## config.mk

```make
export PLATFORM = sky130hd
export DESIGN_NAME = nmea_gga_vtg_field_extractor_flat
export DESIGN_NICKNAME = d
export VERILOG_FILES = /design/src/rtl/nge_pkg.sv /design/src/rtl/nge_if.sv /design/src/rtl/nmea_gga_vtg_field_extractor.sv /design/src/flat_wrapper.sv
export SDC_FILE = /design/constraint.sdc
export NUM_CORES = 1
export LEC_CHECK = 0
export BUFFER_PORTS_ARGS = -buffer_cell sky130_fd_sc_hd__buf_2
export CORE_ASPECT_RATIO = 0.8
export CORE_MARGIN = 4
export CORE_UTILIZATION = 30
export CTS_CLUSTER_DIAMETER = 30
export DETAILED_ROUTE_END_ITERATION = 7
export HOLD_SLACK_MARGIN = 0.15
export RECOVER_POWER = 50
export REMOVE_ABC_BUFFERS = 1
export SYNTH_ARGS = -nofsm -noshare
export SYNTH_HDL_FRONTEND = slang
export SYNTH_SLANG_ARGS = --single-unit
export TNS_END_PERCENT = 100
```

## constraint.sdc

```tcl
create_clock -name clk_i -period 9.6 [get_ports clk_i]
set_input_delay 0.96 -clock clk_i [delete_from_list [all_inputs] [get_ports clk_i]]
set_output_delay 0.96 -clock clk_i [all_outputs]
set_load 0.05 [all_outputs]
```

## src/rtl/nge_pkg.sv

```systemverilog
// Shared constants, types and field map for the NMEA GGA/VTG field extractor.
package nge_pkg;

  localparam int LineLimit  = 128;
  localparam int RecordSize = 94;
  localparam int RecAddrW   = $clog2(RecordSize);
  localparam int CharPosW   = $clog2(LineLimit);

  typedef logic [RecAddrW-1:0] rec_addr_t;
  typedef logic [CharPosW-1:0] char_pos_t;

  typedef enum logic [1:0] {
    KIND_NONE = 2'd0,
    KIND_GGA  = 2'd1,
    KIND_VTG  = 2'd2
  } kind_e;

  localparam logic ActRx   = 1'b0;
  localparam logic ActRead = 1'b1;

  localparam logic [7:0] ChDollar  = 8'h24;
  localparam logic [7:0] ChNewline = 8'h0a;
  localparam logic [7:0] ChComma   = 8'h2c;
  localparam logic [7:0] ChStar    = 8'h2a;
  localparam logic [7:0] ChG       = 8'h47;
  localparam logic [7:0] ChA       = 8'h41;
  localparam logic [7:0] ChV       = 8'h56;
  localparam logic [7:0] ChT       = 8'h54;

  localparam logic [15:0] HdrGg = {ChG, ChG};
  localparam logic [15:0] HdrVt = {ChV, ChT};

  typedef struct packed {
    rec_addr_t   base;
    logic [3:0]  cap;
  } field_slot_t;

  // Base and capacity of a field; capacity zero marks a field that is not stored.
  function automatic field_slot_t field_map(kind_e kind, logic [3:0] comma);
    field_slot_t s;
    s.base = '0;
    s.cap  = '0;
    if (kind == KIND_GGA) begin
      unique case (comma)
        4'd1:    begin s.base = RecAddrW'(0);  s.cap = 4'd11; end
        4'd2:    begin s.base = RecAddrW'(11); s.cap = 4'd10; end
        4'd3:    begin s.base = RecAddrW'(21); s.cap = 4'd2;  end
        4'd4:    begin s.base = RecAddrW'(23); s.cap = 4'd11; end
        4'd5:    begin s.base = RecAddrW'(34); s.cap = 4'd2;  end
        4'd6:    begin s.base = RecAddrW'(36); s.cap = 4'd2;  end
        4'd7:    begin s.base = RecAddrW'(38); s.cap = 4'd3;  end
        4'd9:    begin s.base = RecAddrW'(41); s.cap = 4'd11; end
        4'd10:   begin s.base = RecAddrW'(52); s.cap = 4'd2;  end
        default: begin s.base = '0;            s.cap = 4'd0;  end
      endcase
    end else if (kind == KIND_VTG) begin
      unique case (comma)
        4'd1:    begin s.base = RecAddrW'(78); s.cap = 4'd6;  end
        4'd2:    begin s.base = RecAddrW'(84); s.cap = 4'd2;  end
        4'd3:    begin s.base = RecAddrW'(86); s.cap = 4'd6;  end
        4'd4:    begin s.base = RecAddrW'(92); s.cap = 4'd2;  end
        4'd5:    begin s.base = RecAddrW'(54); s.cap = 4'd10; end
        4'd6:    begin s.base = RecAddrW'(64); s.cap = 4'd2;  end
        4'd7:    begin s.base = RecAddrW'(66); s.cap = 4'd10; end
        4'd8:    begin s.base = RecAddrW'(76); s.cap = 4'd2;  end
        default: begin s.base = '0;            s.cap = 4'd0;  end
      endcase
    end
    return s;
  endfunction

endpackage

```

## src/rtl/nge_if.sv

```systemverilog
// Valid/ready channel interfaces for the extractor input and result items.
interface nge_in_if;
  import nge_pkg::*;
  logic      valid;
  logic      ready;
  logic      action;
  logic [7:0] rx_byte;
  rec_addr_t read_addr;
  modport source (output valid, action, rx_byte, read_addr, input ready);
  modport sink   (input valid, action, rx_byte, read_addr, output ready);
endinterface

interface nge_out_if;
  logic       valid;
  logic       ready;
  logic [7:0] read_data;
  logic       sentence_done;
  logic [1:0] sentence_kind;
  modport source (output valid, read_data, sentence_done, sentence_kind, input ready);
  modport sink   (input valid, read_data, sentence_done, sentence_kind, output ready);
endinterface

```

## src/rtl/nmea_gga_vtg_field_extractor.sv

```systemverilog
// Top level: NMEA GGA/VTG sentence parser writing fields into a record memory.
// A result is valid in the cycle after its item is accepted (registered RAM read).
// Throughput: one item per cycle while result_o.ready is high; the record RAM takes one write and one read per cycle.
// Each received byte does at most one record write, so no read/write hazard arises.
// Reset: control state and per-entry valid bits clear at once; unwritten entries read as zero.
module nmea_gga_vtg_field_extractor (
  input  logic            clk_i,
  input  logic            rst_ni,
  nge_in_if.sink          item_i,
  nge_out_if.source       result_o
);
  import nge_pkg::*;

  logic [7:0]      mem [RecordSize];
  logic [RecordSize-1:0] vld_q;

  logic       in_sent_q, in_sent_d;
  char_pos_t  pos_q, pos_d;
  logic [15:0] hdr_q, hdr_d;
  kind_e      kind_q, kind_d;
  logic [3:0] comma_q, comma_d;
  logic [3:0] idx_q, idx_d;
  logic       closed_q, closed_d;

  logic       out_valid_q;
  logic       done_q, done_d;
  logic [1:0] okind_q, okind_d;
  logic       rd_ok_q;
  logic [7:0] rd_mem_q;

  logic       acc, rx;
  logic [7:0] c;
  logic [CharPosW:0] n;
  field_slot_t fm;
  rec_addr_t  slot_addr;
  logic       can_close, can_store;
  logic       we;
  rec_addr_t  waddr;
  logic [7:0] wdata;
  logic       rd_in_range;

  assign item_i.ready = !out_valid_q || result_o.ready;
  assign acc = item_i.valid && item_i.ready;
  assign rx  = acc && (item_i.action == ActRx);
  assign c   = item_i.rx_byte;
  assign n   = {1'b0, pos_q} + (CharPosW+1)'(1);
  assign rd_in_range = item_i.read_addr < RecAddrW'(RecordSize);

  // Field map uses the kind held before this byte; the newline still closes the last field.
  assign fm        = field_map(kind_q, comma_q);
  assign slot_addr = fm.base + RecAddrW'(idx_q);
  assign can_close = !closed_q && (fm.cap != 4'd0) && (idx_q < fm.cap)
                     && (slot_addr < RecAddrW'(RecordSize));
  assign can_store = !closed_q && (fm.cap != 4'd0) && (idx_q < fm.cap - 4'd1)
                     && (slot_addr < RecAddrW'(RecordSize));

  always_comb begin
    in_sent_d = in_sent_q;
    pos_d     = pos_q;
    hdr_d     = hdr_q;
    kind_d    = kind_q;
    comma_d   = comma_q;
    idx_d     = idx_q;
    closed_d  = closed_q;
    done_d    = 1'b0;
    okind_d   = KIND_NONE;
    we        = 1'b0;
    waddr     = slot_addr;
    wdata     = 8'h00;
    if (rx) begin
      if (!in_sent_q) begin
        if (c == ChDollar) begin
          in_sent_d = 1'b1;
          pos_d     = '0;
          hdr_d     = '0;
          kind_d    = KIND_NONE;
          comma_d   = '0;
          idx_d     = '0;
          closed_d  = 1'b0;
        end
      end else if (n > (CharPosW+1)'(LineLimit - 2)) begin
        // drop an overlong line silently
        in_sent_d = 1'b0;
      end else if (c == ChNewline) begin
        we        = can_close;
        done_d    = 1'b1;
        okind_d   = kind_q;
        in_sent_d = 1'b0;
        pos_d     = '0;
        hdr_d     = '0;
        kind_d    = KIND_NONE;
        comma_d   = '0;
        idx_d     = '0;
        closed_d  = 1'b0;
      end else begin
        pos_d = n[CharPosW-1:0];
        if (n == (CharPosW+1)'(3)) begin
          hdr_d = {c, 8'h00};
        end else if (n == (CharPosW+1)'(4)) begin
          hdr_d = {hdr_q[15:8], c};
        end else if (n == (CharPosW+1)'(5)) begin
          if (hdr_q == HdrGg && c == ChA) begin
            kind_d = KIND_GGA;
          end else if (hdr_q == HdrVt && c == ChG) begin
            kind_d = KIND_VTG;
          end
        end
        if (c == ChComma) begin
          if (!closed_q) begin
            we      = can_close;
            comma_d = (comma_q == 4'd15) ? comma_q : comma_q + 4'd1;
            idx_d   = '0;
          end
        end else if (c == ChStar) begin
          we       = can_close;
          closed_d = 1'b1;
        end else if (n > (CharPosW+1)'(5)) begin
          if (can_store) begin
            we    = 1'b1;
            wdata = c;
            idx_d = idx_q + 4'd1;
          end
        end
      end
    end
  end

  always_ff @(posedge clk_i or negedge rst_ni) begin
    if (!rst_ni) begin
      in_sent_q   <= 1'b0;
      pos_q       <= '0;
      hdr_q       <= '0;
      kind_q      <= KIND_NONE;
      comma_q     <= '0;
      idx_q       <= '0;
      closed_q    <= 1'b0;
      vld_q       <= '0;
      out_valid_q <= 1'b0;
    end else begin
      in_sent_q <= in_sent_d;
      pos_q     <= pos_d;
      hdr_q     <= hdr_d;
      kind_q    <= kind_d;
      comma_q   <= comma_d;
      idx_q     <= idx_d;
      closed_q  <= closed_d;
      if (we) begin
        vld_q[waddr] <= 1'b1;
      end
      if (acc) begin
        out_valid_q <= 1'b1;
      end else if (result_o.ready) begin
        out_valid_q <= 1'b0;
      end
    end
  end

  // Record RAM: one write port, one registered read port.
  always_ff @(posedge clk_i) begin
    if (we) begin
      mem[waddr] <= wdata;
    end
  end

  always_ff @(posedge clk_i) begin
    if (acc && item_i.action == ActRead && rd_in_range) begin
      rd_mem_q <= mem[item_i.read_addr];
    end
  end

  // Result payload: load on accept, hold while stalled.
  always_ff @(posedge clk_i) begin
    if (acc) begin
      done_q  <= done_d;
      okind_q <= okind_d;
      rd_ok_q <= (item_i.action == ActRead) && rd_in_range && vld_q[item_i.read_addr];
    end
  end

  assign result_o.valid         = out_valid_q;
  assign result_o.read_data     = rd_ok_q ? rd_mem_q : 8'h00;
  assign result_o.sentence_done = done_q;
  assign result_o.sentence_kind = okind_q;

  a_acc_gives_result: assert property (@(posedge clk_i) disable iff (!rst_ni)
    acc |=> out_valid_q)
    else $error("accepted item produced no result");

  a_done_no_read: assert property (@(posedge clk_i) disable iff (!rst_ni)
    out_valid_q && done_q |-> result_o.read_data == 8'h00)
    else $error("sentence end carries read data");

  a_idx_bound: assert property (@(posedge clk_i) disable iff (!rst_ni)
    idx_q <= 4'd10)
    else $error("field index beyond largest capacity");

  a_write_marks_valid: assert property (@(posedge clk_i) disable iff (!rst_ni)
    we |=> vld_q[$past(waddr)])
    else $error("record write left entry invalid");

  a_write_in_sentence: assert property (@(posedge clk_i) disable iff (!rst_ni)
    we |-> in_sent_q && rx)
    else $error("record write outside a sentence");

endmodule
```

## src/flat_wrapper.sv

```systemverilog
// flat-port wrapper written by rule: the top's interface ports become plain ports
module nmea_gga_vtg_field_extractor_flat import nge_pkg::*;
  (clk_i, rst_ni, item_i_valid, item_i_action, item_i_rx_byte, item_i_read_addr, item_i_ready, result_o_valid, result_o_read_data, result_o_sentence_done, result_o_sentence_kind, result_o_ready);
  nge_in_if item_i_i ();
  nge_out_if result_o_i ();
  input  logic clk_i;
  input  logic rst_ni;
  input wire logic [$bits(item_i_i.valid)-1:0] item_i_valid;
  input wire logic [$bits(item_i_i.action)-1:0] item_i_action;
  input wire logic [$bits(item_i_i.rx_byte)-1:0] item_i_rx_byte;
  input wire logic [$bits(item_i_i.read_addr)-1:0] item_i_read_addr;
  output wire logic [$bits(item_i_i.ready)-1:0] item_i_ready;
  output wire logic [$bits(result_o_i.valid)-1:0] result_o_valid;
  output wire logic [$bits(result_o_i.read_data)-1:0] result_o_read_data;
  output wire logic [$bits(result_o_i.sentence_done)-1:0] result_o_sentence_done;
  output wire logic [$bits(result_o_i.sentence_kind)-1:0] result_o_sentence_kind;
  input wire logic [$bits(result_o_i.ready)-1:0] result_o_ready;
  assign item_i_i.valid = item_i_valid;
  assign item_i_i.action = item_i_action;
  assign item_i_i.rx_byte = item_i_rx_byte;
  assign item_i_i.read_addr = item_i_read_addr;
  assign item_i_ready = item_i_i.ready;
  assign result_o_valid = result_o_i.valid;
  assign result_o_read_data = result_o_i.read_data;
  assign result_o_sentence_done = result_o_i.sentence_done;
  assign result_o_sentence_kind = result_o_i.sentence_kind;
  assign result_o_i.ready = result_o_ready;
  nmea_gga_vtg_field_extractor u_core (.clk_i(clk_i), .rst_ni(rst_ni), .item_i(item_i_i), .result_o(result_o_i));
endmodule
```

==> results.toml <==
[sta]
min_period_ns = 6.682
fmax_mhz = 149.7
rsz0062_at_grt = "no"
finalHoldViolCount = 0
post-route-period-util_pct = 69.60
slew_violations = 581
slew_headroom_pct = -154.8
fin_worst_skew_ns = 0.03456
finalSetupViolations = 0
fin_setup_tns_ns = 0
worstMarginPinSlew_ns = 3.821

[layout]
most-common-layout-cells = "edfxtp_1 (764), mux4_2 (186), clkbuf_16 (138), nand2_1 (135), dfrtp_1 (130)"
n_fill_cell = 11500
synthToLayoutAreaGrowth_pct = 15.66
ff_latch_area_mm2 = 0.02620
nets = 2227
multiInputGateArea_mm2 = 0.01008
fin_util_pct = 35.12
final_common_cell = "edfxtp_1"
drive_above_1_share_pct = 21.14
antennaDiodeCount = 0

[synth]
yosysWarningCount = 0
postSynthCellCount = 2087
ys_seq_elements = 894
synth-async-reset-ratio_pct = 14.54
synth.avg_cell_area_um2 = 17.99
ys.flop_type = "edfxtp_1"
syn_area_mm2 = 0.03753
ys_seq_area_share_pct = 69.79
synth-edff-count = 764
ys_types = 80

[drt]
firstDrtPassIters = 5
vias = 20630
wl_per_cell_um = 24.32
ant_nets = 0
dr.first_iter.drc_count = 2368
drcViolationCount = 0
viasPerCell = 5.246
wl_mm = 95.62

[worst_setup_path]
r2r-end = "u_core.mem[5][1]$_DFFE_PP_"
worstSetupPathType = "flip-flop to flip-flop"
path_common_cell = "ha_1"
required_ns = 9.86
cpPeakStageDelay_ns = 2.42
path_max_fanout = 32
path_buf_inv = 2
crit_slowest_cell = "nor4_1"
critical-path-top-delay-family = "simple AND/OR/NAND/NOR gates"
r2r_setup_slack_ns = 2.92
rr_startpoint = "u_core.comma_q[0]$_DFFE_PN0P_"
arrival_ns = 6.94
crit_chain = "inv_1, ha_1, a22oi_1, o21ai_0, nand2_1, ha_1, xor2_1, ha_1, o21a_1, o21ai_0, a21oi_1, a211oi_1, a22oi_1, o21bai_4, buf_4, nor4_1"
cp-end-kind = "flip-flop"
crit_cells = 16
startpoint = "u_core.comma_q[0]$_DFFE_PN0P_"
cp-endpoint = "u_core.mem[5][1]$_DFFE_PP_"
worstSetupStartpointType = "flip-flop"
rr_worst_depth = 16

[hold_path]
min_from = "u_core.vld_q[30]$_DFFE_PN0P_"
hold_class = "flip-flop to flip-flop"

[global_route]
antenna_found_initial = 3
grt_pass1_wl_mm = 141.5
grt_pass1_vias = 20700
gr-usage-all-layers_pct = 14.47
grt_max_degree = 110
gr-total-overflow = 0

[floorplanning]
die_w_um = 403.5
start_util_pct = 30.37
rows = 115
dieArea_mm2 = 0.1309
core_area_mm2 = 0.1236
ios = 33
die_h_um = 324.4

[cts]
cts_tree = "done"
postCtsSetupBuffers = 0
htreeDepth = 4
clkSinkCount = 894
clk_latency_ns = 0.73
cts_buffer_depth = 3
clk_pin_slew_ns = 0.05
clockRootBuffer = "clkbuf_16"
cts_resized = 0
cts_buffers = 134
cts_hold_buf = 0

[power]
swShare_pct = 21.44
switching_power_mw = 1.992
power_frac_comb_pct = 2.4
leakage_nw = 16.60
power_frac_clock_pct = 52.7
vdd_drop_max_uv = 129.9
power_density_mw_per_mm2 = 214.0
intPower_mw = 7.297
power_frac_seq_pct = 44.9

[placed_design]
gp_congestion = 0.8507
dp_hpwl_mm = 58.88
io_buffers = 32

[flow_run]
cap_viol_max_count = 41

[run_status]
violations = "capacitance limit, slew limit"
status = "finished, violations left"
==> through the flow <==
stage | area, um^2 | hold WS, ns | worst slack (ns) | power [mW] | cells
global placement | 39490 | 0.4318 | 4.427 | 4.471 | 3682
floorplan | 36830 | 0.4212 | 3.226 | 4.347 | 1965
global route | 43410 | 0.4570 | 2.555 | 9.575 | 3932
finish | 43410 | 0.4550 | 2.918 | 9.289 | 3932
detailed placement | 39520 | 0.4377 | 4.395 | 4.475 | 3683
CTS | 44090 | 0.2388 | 4.358 | 9.374 | 3931
==> power groups by stage <==
| stage | sequential [mW] | combinational [mW] | clock (mW) |
|---|---|---|---|
| 6_report | 4.17 | 0.222 | 4.89 |
| 5_1_grt | 4.17 | 0.238 | 5.17 |
| 4_1_cts | 4.17 | 0.224 | 4.98 |
| 3_5_place_dp | 4.25 | 0.224 | 0 |
| 3_3_place_gp | 4.25 | 0.221 | 0 |
| 2_1_floorplan | 4.25 | 0.0948 | 0 |
==> state kept, by name (all words and copies together) (netlist names), 4 cells and up <==
register	count
u_core.hdr_q	16
u_core.idx_q	4
u_core.mem	752
u_core.pos_q	7
u_core.rd_mem_q	8
u_core.vld_q	94
u_core.comma_q	4
==> cell type report <==
type,instances,area share [%]
Sequential cell,894,60.34
Multi-Input combinational cell,1053,23.22
Clock buffer,155,8.194
Tap cell,1638,4.721
Clock inverter,93,2.326
Timing Repair Buffer,81,1.043
Inverter,18,0.1556
==> per-layer routing <==
metal  track usage (%)  part of all wire [%]  vias to the layer above
met5                 0                 0.014                        -
met4             4.332                   2.1                        2
met3             3.633                   9.4                      143
met2             20.85                    44                      987
met1             21.51                    45                    10830
li1                  -                     -                     8669
==> worst min-delay path by stage <==
stage                                   endpoint  slack, ns  cells after the start
2_1_floorplan       u_core.vld_q[92]$_DFFE_PN0P_       0.42                      2
3_3_place_gp        u_core.vld_q[92]$_DFFE_PN0P_       0.43                      2
3_5_place_dp        u_core.vld_q[92]$_DFFE_PN0P_       0.44                      2
4_1_cts              u_core.idx_q[1]$_DFFE_PN0P_       0.24                      1
5_1_grt        u_core.result_o.valid$_DFFE_PN0P_       0.46                      3
6_report            u_core.vld_q[30]$_DFFE_PN0P_       0.46                      1
==> kinds of logic after synthesis <==
family	count (synthesis)	share of synthesized area [%]
flip-flops	894	69.79
AND/OR/NAND/NOR	447	7.404
multiplexers	318	14.72
AO/OA/AOI/OAI	253	4.917
buffers and inverters	140	2.067
adder cells (fa/ha/maj)	25	0.8534
XOR/XNOR	10	0.2534
==> worst register-to-register path, cell delays in order, from the launching register on <==
cell and delay (ns):
dfrtp_1 0.52, inv_1 0.19, ha_1 0.43, a22oi_1 0.09, o21ai_0 0.17, nand2_1 0.13, ha_1 0.23, xor2_1 0.18
ha_1 0.30, o21a_1 0.10, o21ai_0 0.14, a21oi_1 0.06, a211oi_1 0.43, a22oi_1 0.30, o21bai_4 0.26, buf_4 0.25
nor4_1 2.46
==> cell usage after synthesis (5+ instances only) <==
library cell	count	area share, %
edfxtp_1	764	61
mux4_2	186	11
nand2_1	136	1.4
dfrtp_1	130	8.7
mux2i_1	121	3.2
nor3_1	66	0.88
or2_1	61	1.0
o221ai_1	57	1.3
clkbuf_1	51	0.51
o21ai_0	42	0.56
nor2_1	36	0.36
a21oi_1	33	0.44
buf_2	30	0.40
nor4_4	30	1.7
o21bai_1	26	0.52
and2_1	24	0.40
ha_1	24	0.80
nand3_1	21	0.28
o22ai_1	20	0.33
inv_1	17	0.17
buf_4	15	0.30
mux2_2	11	0.33
o31ai_1	11	0.22
buf_1	10	0.10
nand2b_1	10	0.17
a22o_1	9	0.21
buf_6	9	0.27
nor2b_1	9	0.15
a21o_1	7	0.14
and3_1	7	0.12
xnor2_1	7	0.16
nand4b_1	6	0.14
a211oi_1	5	0.10
a31oi_1	5	0.083
nand4_1	5	0.083
o21a_1	5	0.10
No activity file was read; power rests on OpenSTA's default activity.
